$ cat config.mk
export PLATFORM = sky130hd
export DESIGN_NAME = record_insertion_sort
export DESIGN_NICKNAME = d
export VERILOG_FILES = /design/src/design/ris_pkg.sv /design/src/design/record_insertion_sort.sv /design/src/design/ris_mem.sv /design/src/design/ris_cmp.sv
export SDC_FILE = /design/constraint.sdc
export NUM_CORES = 2
export LEC_CHECK = 0
export ABC_AREA = 1
export ABC_CLOCK_PERIOD_IN_PS = 15700
export BUFFER_PORTS_ARGS = -buffer_cell sky130_fd_sc_hd__buf_2
export CORE_MARGIN = 2
export CORE_UTILIZATION = 55
export CTS_CLUSTER_SIZE = 14
export DETAILED_ROUTE_END_ITERATION = 8
export GPL_TIMING_DRIVEN = 1
export HOLD_SLACK_MARGIN = 0.05
export PLACE_DENSITY = 0.81
export SYNTH_ARGS = -nofsm -noshare
export SYNTH_HDL_FRONTEND = slang
export SYNTH_SLANG_ARGS = --single-unit
$ cat constraint.sdc
create_clock -name clk -period 15.7 [get_ports clk]
set_clock_uncertainty 0.1 [all_clocks]
set_input_delay 2.355 -clock clk [delete_from_list [all_inputs] [get_ports clk]]
set_output_delay 2.355 -clock clk [all_outputs]
set_load 0.05 [all_outputs]
$ cat src/design/ris_pkg.sv
`timescale 1ns / 1ps

package ris_pkg;

	// default list capacity
	localparam int LIST_DEPTH_DEF = 16;

	// field widths
	localparam int ID_W   = 32;
	localparam int NAME_W = 64;
	localparam int POS_W  = 4;

	// one stored record
	typedef struct packed {
		logic signed [ID_W-1:0] id;
		logic [NAME_W-1:0]      name_key;
	} rec_t;

	// input action codes
	typedef enum logic [1:0] {
		ACT_CLEAR = 2'd0,
		ACT_ADD   = 2'd1,
		ACT_SORT  = 2'd2
	} action_t;

	// result kinds
	typedef enum logic [1:0] {
		KIND_ENTRY = 2'd0,
		KIND_EMPTY = 2'd1,
		KIND_FULL  = 2'd2
	} kind_t;

	// sequencer states
	typedef enum logic [2:0] {
		ST_IDLE,
		ST_FLAG,
		ST_LOAD_KEY,
		ST_COMPARE,
		ST_EMIT_READ,
		ST_EMIT_OUT
	} state_t;

endpackage

$ cat src/design/record_insertion_sort.sv
`timescale 1ns / 1ps

// Record list with stable insertion sort. Clear and add items are handled in
// the idle state (an add to a full list produces one flag result). A sort item
// of n records runs on one comparator and a record memory with one write and
// one registered read port: each key shifts larger left neighbours right, at
// most n*(n-1)/2 record shifts in all, then the list gives one result per
// cycle while the output side takes them. A sort of an empty list gives one
// empty marker. The sorted order stays in the list for later sorts. Results
// sit in an output register, so a new item is taken while one still waits.
module record_insertion_sort #(
	parameter int LIST_DEPTH = ris_pkg::LIST_DEPTH_DEF
) (
	input  logic                              clk,
	input  logic                              arst_n,
	input  logic                              cfg_wr_en,
	input  logic                              cfg_wr_data,
	input  logic                              in_valid,
	output logic                              in_ready,
	input  logic [1:0]                        action,
	input  logic signed [ris_pkg::ID_W-1:0]   id,
	input  logic [ris_pkg::NAME_W-1:0]        name_key,
	output logic                              out_valid,
	input  logic                              out_ready,
	output logic [1:0]                        kind,
	output logic signed [ris_pkg::ID_W-1:0]   id_res,
	output logic [ris_pkg::NAME_W-1:0]        name_key_res,
	output logic [ris_pkg::POS_W-1:0]         position,
	output logic                              last
);
	import ris_pkg::*;

	localparam int IDX_W = $clog2(LIST_DEPTH);
	localparam int CNT_W = $clog2(LIST_DEPTH + 1);

	state_t             state_q, state_d;
	logic               sort_key_select_q;
	logic [CNT_W-1:0]   count_q, count_d;
	logic [IDX_W-1:0]   i_q, i_d;
	logic [IDX_W-1:0]   j_q, j_d;
	logic [IDX_W-1:0]   k_q, k_d;
	rec_t               key_q, key_d;
	kind_t              flag_kind_q, flag_kind_d;

	logic               mem_wr_en;
	logic [IDX_W-1:0]   mem_wr_addr;
	rec_t               mem_wr_data;
	logic               mem_rd_en;
	logic [IDX_W-1:0]   mem_rd_addr;
	rec_t               mem_rd_data;
	logic               key_less;

	logic               out_valid_q;
	kind_t              kind_q;
	rec_t               rec_q;
	logic [POS_W-1:0]   pos_q;
	logic               last_q;

	logic               out_load;
	kind_t              out_kind;
	rec_t               out_rec;
	logic [POS_W-1:0]   out_pos;
	logic               out_last;
	logic               slot_free;
	logic               k_last;

	ris_mem #(
		.DEPTH(LIST_DEPTH)
	) u_mem (
		.clk    (clk),
		.wr_en  (mem_wr_en),
		.wr_addr(mem_wr_addr),
		.wr_data(mem_wr_data),
		.rd_en  (mem_rd_en),
		.rd_addr(mem_rd_addr),
		.rd_data(mem_rd_data)
	);

	// shared comparator: held key against the record just read
	ris_cmp u_cmp (
		.sel_name(sort_key_select_q),
		.a       (key_q),
		.b       (mem_rd_data),
		.a_less  (key_less)
	);

	assign slot_free = !out_valid_q || out_ready;
	assign k_last    = (CNT_W'(k_q) + 1'b1) == count_q;

	// configuration register
	always_ff @(posedge clk or negedge arst_n) begin
		if (!arst_n) begin
			sort_key_select_q <= 1'b0;
		end else if (cfg_wr_en) begin
			sort_key_select_q <= cfg_wr_data;
		end
	end

	// sequencer registers
	always_ff @(posedge clk or negedge arst_n) begin
		if (!arst_n) begin
			state_q <= ST_IDLE;
			count_q <= '0;
		end else begin
			state_q <= state_d;
			count_q <= count_d;
		end
	end

	// loop indices, held key and flag kind
	always_ff @(posedge clk) begin
		i_q         <= i_d;
		j_q         <= j_d;
		k_q         <= k_d;
		key_q       <= key_d;
		flag_kind_q <= flag_kind_d;
	end

	// next state and controls
	always_comb begin
		state_d     = state_q;
		count_d     = count_q;
		i_d         = i_q;
		j_d         = j_q;
		k_d         = k_q;
		key_d       = key_q;
		flag_kind_d = flag_kind_q;
		in_ready    = 1'b0;
		mem_wr_en   = 1'b0;
		mem_wr_addr = j_q;
		mem_wr_data = key_q;
		mem_rd_en   = 1'b0;
		mem_rd_addr = k_q;
		out_load    = 1'b0;
		out_kind    = KIND_ENTRY;
		out_rec     = mem_rd_data;
		out_pos     = POS_W'(k_q);
		out_last    = k_last;

		unique case (state_q)
			ST_IDLE: begin
				in_ready = 1'b1;
				if (in_valid) begin
					case (action)
						ACT_CLEAR: begin
							count_d = '0;
						end
						ACT_ADD: begin
							if (count_q == CNT_W'(LIST_DEPTH)) begin
								flag_kind_d = KIND_FULL;
								state_d     = ST_FLAG;
							end else begin
								mem_wr_en     = 1'b1;
								mem_wr_addr   = count_q[IDX_W-1:0];
								mem_wr_data.id       = id;
								mem_wr_data.name_key = name_key;
								count_d       = count_q + 1'b1;
							end
						end
						ACT_SORT: begin
							if (count_q == '0) begin
								flag_kind_d = KIND_EMPTY;
								state_d     = ST_FLAG;
							end else if (count_q == CNT_W'(1)) begin
								k_d     = '0;
								state_d = ST_EMIT_READ;
							end else begin
								i_d         = IDX_W'(1);
								mem_rd_en   = 1'b1;
								mem_rd_addr = IDX_W'(1);
								state_d     = ST_LOAD_KEY;
							end
						end
						default: begin
						end
					endcase
				end
			end
			ST_FLAG: begin
				if (slot_free) begin
					out_load = 1'b1;
					out_kind = flag_kind_q;
					out_rec  = '0;
					out_pos  = '0;
					out_last = 1'b1;
					state_d  = ST_IDLE;
				end
			end
			ST_LOAD_KEY: begin
				// take record i as the key, fetch its left neighbour
				key_d       = mem_rd_data;
				j_d         = i_q;
				mem_rd_en   = 1'b1;
				mem_rd_addr = i_q - 1'b1;
				state_d     = ST_COMPARE;
			end
			ST_COMPARE: begin
				mem_wr_en = 1'b1;
				if (j_q != '0 && key_less) begin
					// shift neighbour right, fetch the next one down
					mem_wr_addr = j_q;
					mem_wr_data = mem_rd_data;
					j_d         = j_q - 1'b1;
					mem_rd_en   = 1'b1;
					mem_rd_addr = j_q - IDX_W'(2);
				end else begin
					// drop the key into its slot
					mem_wr_addr = j_q;
					mem_wr_data = key_q;
					if ((CNT_W'(i_q) + 1'b1) == count_q) begin
						k_d     = '0;
						state_d = ST_EMIT_READ;
					end else begin
						i_d         = i_q + 1'b1;
						mem_rd_en   = 1'b1;
						mem_rd_addr = i_q + 1'b1;
						state_d     = ST_LOAD_KEY;
					end
				end
			end
			ST_EMIT_READ: begin
				mem_rd_en   = 1'b1;
				mem_rd_addr = k_q;
				state_d     = ST_EMIT_OUT;
			end
			ST_EMIT_OUT: begin
				if (slot_free) begin
					out_load = 1'b1;
					if (k_last) begin
						state_d = ST_IDLE;
					end else begin
						k_d         = k_q + 1'b1;
						mem_rd_en   = 1'b1;
						mem_rd_addr = k_q + 1'b1;
					end
				end
			end
			default: begin
				state_d = ST_IDLE;
			end
		endcase
	end

	// output register
	always_ff @(posedge clk or negedge arst_n) begin
		if (!arst_n) begin
			out_valid_q <= 1'b0;
		end else if (out_load) begin
			out_valid_q <= 1'b1;
		end else if (out_ready) begin
			out_valid_q <= 1'b0;
		end
	end

	always_ff @(posedge clk) begin
		if (out_load) begin
			kind_q <= out_kind;
			rec_q  <= out_rec;
			pos_q  <= out_pos;
			last_q <= out_last;
		end
	end

	assign out_valid    = out_valid_q;
	assign kind         = kind_q;
	assign id_res       = rec_q.id;
	assign name_key_res = rec_q.name_key;
	assign position     = pos_q;
	assign last         = last_q;

endmodule

$ cat src/design/ris_mem.sv
`timescale 1ns / 1ps

module ris_mem #(
	parameter int DEPTH = ris_pkg::LIST_DEPTH_DEF
) (
	input  logic                       clk,
	input  logic                       wr_en,
	input  logic [$clog2(DEPTH)-1:0]   wr_addr,
	input  ris_pkg::rec_t              wr_data,
	input  logic                       rd_en,
	input  logic [$clog2(DEPTH)-1:0]   rd_addr,
	output ris_pkg::rec_t              rd_data
);
	import ris_pkg::*;

	rec_t mem_q [DEPTH];

	// write port
	always_ff @(posedge clk) begin
		if (wr_en) begin
			mem_q[wr_addr] <= wr_data;
		end
	end

	// registered read port, holds when not enabled
	always_ff @(posedge clk) begin
		if (rd_en) begin
			rd_data <= mem_q[rd_addr];
		end
	end

endmodule

$ cat src/design/ris_cmp.sv
`timescale 1ns / 1ps

module ris_cmp (
	input  logic          sel_name,
	input  ris_pkg::rec_t a,
	input  ris_pkg::rec_t b,
	output logic          a_less
);
	import ris_pkg::*;

	// strict less-than on the chosen key: signed id or unsigned name
	always_comb begin
		if (sel_name) begin
			a_less = a.name_key < b.name_key;
		end else begin
			a_less = $signed(a.id) < $signed(b.id);
		end
	end

endmodule
# == Yosys cells after proc, flatten, opt, wreduce, memory -nomap -nowiden ==
# Memory sizes are Yosys's and may differ from the RTL's. A register that Yosys moved wholly into a read port is not among the register bits.
# Cells that the tools add are included.
# word_totals
regBits,223
latchBits,0
ramBits,1536
mem_bits_ro,0
inputBits,104
output_inout_bits,105
word_cells,153
memories,1
# op_classes
add_sub_neg,8
n_mul,0
div_mod_pow,0
n_lt_le_gt_ge,2
n_eq_ne,28
n_shift,0
mux,77
n_bitwise,0
reduce_logical,22
# memory_table
memory,depth,width,read_ports,rd_ports_with_merged_regs,write_ports,line,source
u_mem.mem_q,16,96,1,1,1,ris_mem.sv:16,rec_t mem_q [DEPTH];
# op_table
op,n
$mux 96,6
$pmux 96 s2,1
$mux 4,27
$lt 64x64->1,1
$lt 32x32->1,1
$ne 2x2->1 const B,14
$mux 3,9
$mux 1,21
$reduce_and 7->1,3
$pmux 3 s6,1
$pmux 4 s2,2
$pmux 4 s4,1
$pmux 4 s3,1
$add 4x1->5 const B,2
$eq 5x5->1,2
$pmux 5 s2,1
$reduce_bool 2->1,5
$add 4x1->4 const B,2
$sub 4x1->4 const B,2
$eq 3x2->1 const B,2
$eq 3x3->1 const B,2
$pmux 3 s2,1
$add 5x1->5 const B,1
$eq 5x1->1 const B,1
25 further kinds,28

# == Logic depth before layout (Yosys ltp) ==
# depth
word_depth,7
depth_mapped,28
depth_no_buf,26

# == Cells and area by module ==
# From an unflattened synthesis, not the netlist that was laid out.
# unflattened
cells_unflattened,7851
area_unflattened_um2,82505.4
# modules_own_cells
module,n_inst,cells_per_inst,area_each_um2,seq_area_each_um2
ris_mem,1,6302,68604.5,49007.0
record_insertion_sort,1,1156,11432.2,6646.4
ris_cmp,1,393,2468.6,0.0

# == Worst setup path before layout ==
# Ideal clock, no wire load.
# synth_timing
kind,input to register
startpoint,input action[0]
endpoint,memory u_mem.mem_q[0][0] (netlist bit) (enable)
setup_ns,0.552
t_arrival_ns,7.731
t_required_ns,15.048
setup_slack_ns,7.317
cell_stages,11
n_path_buf,1
path_cell_list,inv_1 nor2_1 o21ai_0 nor2_1 inv_1 nor2_1 inv_1 nand2_1 clkbuf_1 nand3b_1 nor2_1
# synth_between
elab_chain_cells,6
word_cells_on_any_way,9
classes_between,eq/ne (1); mux (8)
# synth_rtl
element,line,source
from (decl),record_insertion_sort.sv:20,"input logic [1:0] action,"
$eq 2x1->1 (*),record_insertion_sort.sv:144,case (action)
$mux 1,record_insertion_sort.sv:144,
$mux 1,record_insertion_sort.sv:143,if (in_valid) begin
$pmux 1 s2,record_insertion_sort.sv:140,unique case (state_q)
$mux 1,ris_mem.sv:20,if (wr_en) begin
$mux 1 (implied by the code),ris_mem.sv:21,mem_q[wr_addr] <= wr_data;
to (decl),ris_mem.sv:16,
# Mark *: on every way between the ends. The rest lies on a longest branch, timed or not.

# == Final worst setup path ==
# layout_timing
startpoint,register u_mem.rd_data[61] (netlist name)
endpoint,register u_mem.rd_data[53] (netlist name)
# layout_between
elab_chain_cells,5
word_cells_on_any_way,7
classes_between,order compare (1); mux (5); reduce/logical (1)
# layout_rtl
element,line,source
$lt 64x64->1 (*),ris_cmp.sv:14,a_less = a.name_key < b.name_key;
$mux 1 (*),ris_cmp.sv:13,if (sel_name) begin
$logic_and 1x1->1 (*),record_insertion_sort.sv:199,if (j_q != '0 && key_less) begin
$mux 4 / $mux 1 (equally long branches),record_insertion_sort.sv:199,
$pmux 4 s4 / $pmux 1 s4 (equally long branches),record_insertion_sort.sv:140,
# Marked as above.
# A chain may end at the register's enable or synchronous reset.

==> flow_summary.json <==
{
  "outcome": "finished with violations",
  "failed_checks": "max-capacitance violations",
  "timing.rr.start": "u_mem.rd_data[61]$_DFFE_PP_",
  "drive_gt1_frac": 0.0759,
  "die_w_um": 392,
  "vias_per_cell": 6.05,
  "ff2ff_path_depth": 23,
  "track_usage": 0.292,
  "holdPathStages": 0,
  "worst_pin_slew_ps": 1480,
  "syn_inst": 7710,
  "path_class": "flop to flop",
  "wl_um": 228000,
  "grt-ovfl-total": 0,
  "nFillCells": 10883,
  "timing.rr.end": "u_mem.rd_data[53]$_DFFE_PP_",
  "hold_end": "key_q[58]$_DFFE_PP_",
  "final_hold_viol_count": 0,
  "drv_cap": 1,
  "postCtsHoldBufs": 0,
  "met2WireLength_um": 106000,
  "io-pin-count": 209,
  "worstPathArrival_ps": 8210,
  "grt_pass1_vias": 58502,
  "clk_latency_ps": 830,
  "antenna_found_initial": 9,
  "rows": 142,
  "async_flop_share": 0.00539,
  "drc": 0,
  "rsz0062_at_grt": "no",
  "ys.flop_type": "edfxtp_1",
  "wl_met1_um": 80000,
  "synth_top_area_share": 0.668,
  "crit_required_ps": 16160,
  "yosysTopAreaCell": "edfxtp_1",
  "seq_area_frac_synth": 0.671,
  "dieHeight_um": 392,
  "fp.coreArea_um2": 150000,
  "ys_warn_count": 0,
  "worstSetupEndpointType": "flop",
  "cp_max_fo": 162,
  "root_buffer": "clkbuf_16",
  "clk_path_buf_depth": 3,
  "cts_tree": "built",
  "n_antenna_cell": 0,
  "hp-start": "u_mem.rd_data[58]$_DFFE_PP_",
  "ys_ff_latch": 1855,
  "critPathLaunchType": "flop",
  "start_util": 0.554,
  "routedWlPerCell_um": 23.1,
  "cts_repair_resize_count": 0,
  "gp_congestion": 0.844,
  "fin_crit_ps": 7750,
  "stdcell_count": 9885,
  "drt_iter0_markers": 9319,
  "syn_nets": 7917,
  "hp-class": "flop to flop",
  "clk_pin_slew_ps": 60,
  "nNetsFinal": 7919,
  "drv_slew": 0,
  "firstDrtPassIters": 6,
  "met3WireLength_um": 31000,
  "dieArea_um2": 154000,
  "syn_to_final_growth_pct": 9.82,
  "synth_area_leaders": "edfxtp_1 67%, nand3_1 11%, nand2_1 6.7%, inv_1 5.5%, nand3b_1 1.7%",
  "setup_viol": 0,
  "cts_buffers": 182,
  "post_cts.repair.setup_buffers": 0,
  "h-tree-depth": 4,
  "fin_setup_tns_ps": 0,
  "grt_max_degree": 217,
  "syn_avg_cell_area_um2": 10.8,
  "hpwl_um": 114000,
  "port-buffer-count": 208,
  "synth_area_um2": 82900,
  "fmax_mhz": 129,
  "ant_nets": 0,
  "dp_cells": 9543,
  "cts_sinks": 1855,
  "grt_pass1_wl_um": 340000,
  "ys_types": 52,
  "synth_edf_count": 1845,
  "via_count": 59812,
  "top_layer_used": "met5",
  "relSlewSlack": 0.00766,
  "fin_crit_sh": 0.494,
  "reg2reg_slack_ps": 7950
}
-- through the flow --
stage	instance area [µm²]	util	setup slack [ps]	hold slack, ps
after global routing	91100	0.608	7470	375
after global placement	85200	0.569	7670	352
after detailed placement	85200	0.569	7650	353
after floorplan	82900	-	7320	344
final	91100	0.608	7950	360
after CTS	91100	0.608	8030	364
-- cell families after synthesis --
| family | after synthesis | synth area share |
|---|---|---|
| compound gates | 407 | 0.0285 |
| xor+xnor | 11 | 0.00116 |
| fa+ha+maj | 103 | 0.0155 |
| buf+inv | 1691 | 0.0819 |
| flops | 1855 | 0.671 |
| simple gates | 3643 | 0.202 |
-- area by class of cell --
cell class / count / area (µm²) / share of cell area
timing repair buffer: 286 / 1780 / 0.0195
clock buffer: 223 / 4730 / 0.0519
clock inverter: 118 / 1100 / 0.0121
multi-input combinational: 4164 / 20700 / 0.227
tap: 2016 / 2520 / 0.0277
sequential: 1855 / 55700 / 0.611
inverter: 1223 / 4620 / 0.0507
-- cell usage after synthesis, drive strengths merged, types with 95 or more instances --
cell type,instances
ha,103
a21oi,153
nand3,1753
buf,296
o211ai,95
o21ai,136
nand2,1490
nand3b,191
clkbuf,172
nor2,178
inv,1222
edfxtp,1845
-- how the worst max path moves through the flow --
stage                                     start  cells past startpoint                           end  slack (ps)
floorplan                             action[0]                     11   u_mem.mem_q[0][0]$_DFFE_PP_        7320
finish              u_mem.rd_data[61]$_DFFE_PP_                     23   u_mem.rd_data[53]$_DFFE_PP_        7950
global route        u_mem.rd_data[63]$_DFFE_PP_                     23   u_mem.rd_data[53]$_DFFE_PP_        7470
global placement                      action[0]                     13  u_mem.mem_q[8][60]$_DFFE_PP_        7670
CTS                 u_mem.rd_data[63]$_DFFE_PP_                     23   u_mem.rd_data[56]$_DFFE_PP_        8030
detailed placement                    action[0]                     13  u_mem.mem_q[8][60]$_DFFE_PP_        7650
-- worst max-delay path: stages, from the launching register on --
cell and delay [ps]:
edfxtp_1 410, inv_1 180, ha_1 350, nand2_1 60, nor2_1 150, nand4_1 220, nor4_2 410, nand2_1 240
nor2_1 240, nand2_1 80, nand2_1 190, nand2_1 190, nand3_4 320, nand2_1 90, nand3_1 190, nand2_8 370
nand2_8 820, buf_4 980, buf_4 1030, nand2_1 130, nand3_1 140, nand3_1 120, nand3_1 150, nand2_1 80
-- per-layer routing --
| metal | global-route usage | vias up |
|---|---|---|
| li1 | - | 26187 |
| met1 | 0.380 | 28359 |
| met2 | 0.468 | 4469 |
| met3 | 0.0618 | 789 |
| met4 | 0.141 | 8 |
| met5 | 0 | - |
-- state kept, by name (all words and copies together) (netlist names) --
register           cells
u_mem.mem_q         1536
key_q                 96
u_mem.rd_data         96
name_key_res          64
id_res                32
count_q                5
i_q                    4
j_q                    4
k_q                    4
position               4
state_q                3
flag_kind_q            2
kind                   2
last                   1
out_valid              1
sort_key_select_q      1
-- layout by cell type (no fill, tap or decap), types with 12 or more instances in the layout --
cell	count
nor2_4	20
inv_1	1212
nand3b_1	190
clkbuf_16	183
nand3_1	1749
a21oi_1	153
nor2_1	157
buf_4	66
edfxtp_1	1845
ha_1	103
clkinv_2	39
clkinv_1	41
buf_12	12
clkbuf_1	40
nor3_1	13
nand2_1	1485
o21ai_0	130
bufinv_16	15
buf_2	208
o211ai_1	95
Power is left out: the tool's default activity adds up to more than one toggle a clock period on the data nets, which glitch-free logic cannot reach.
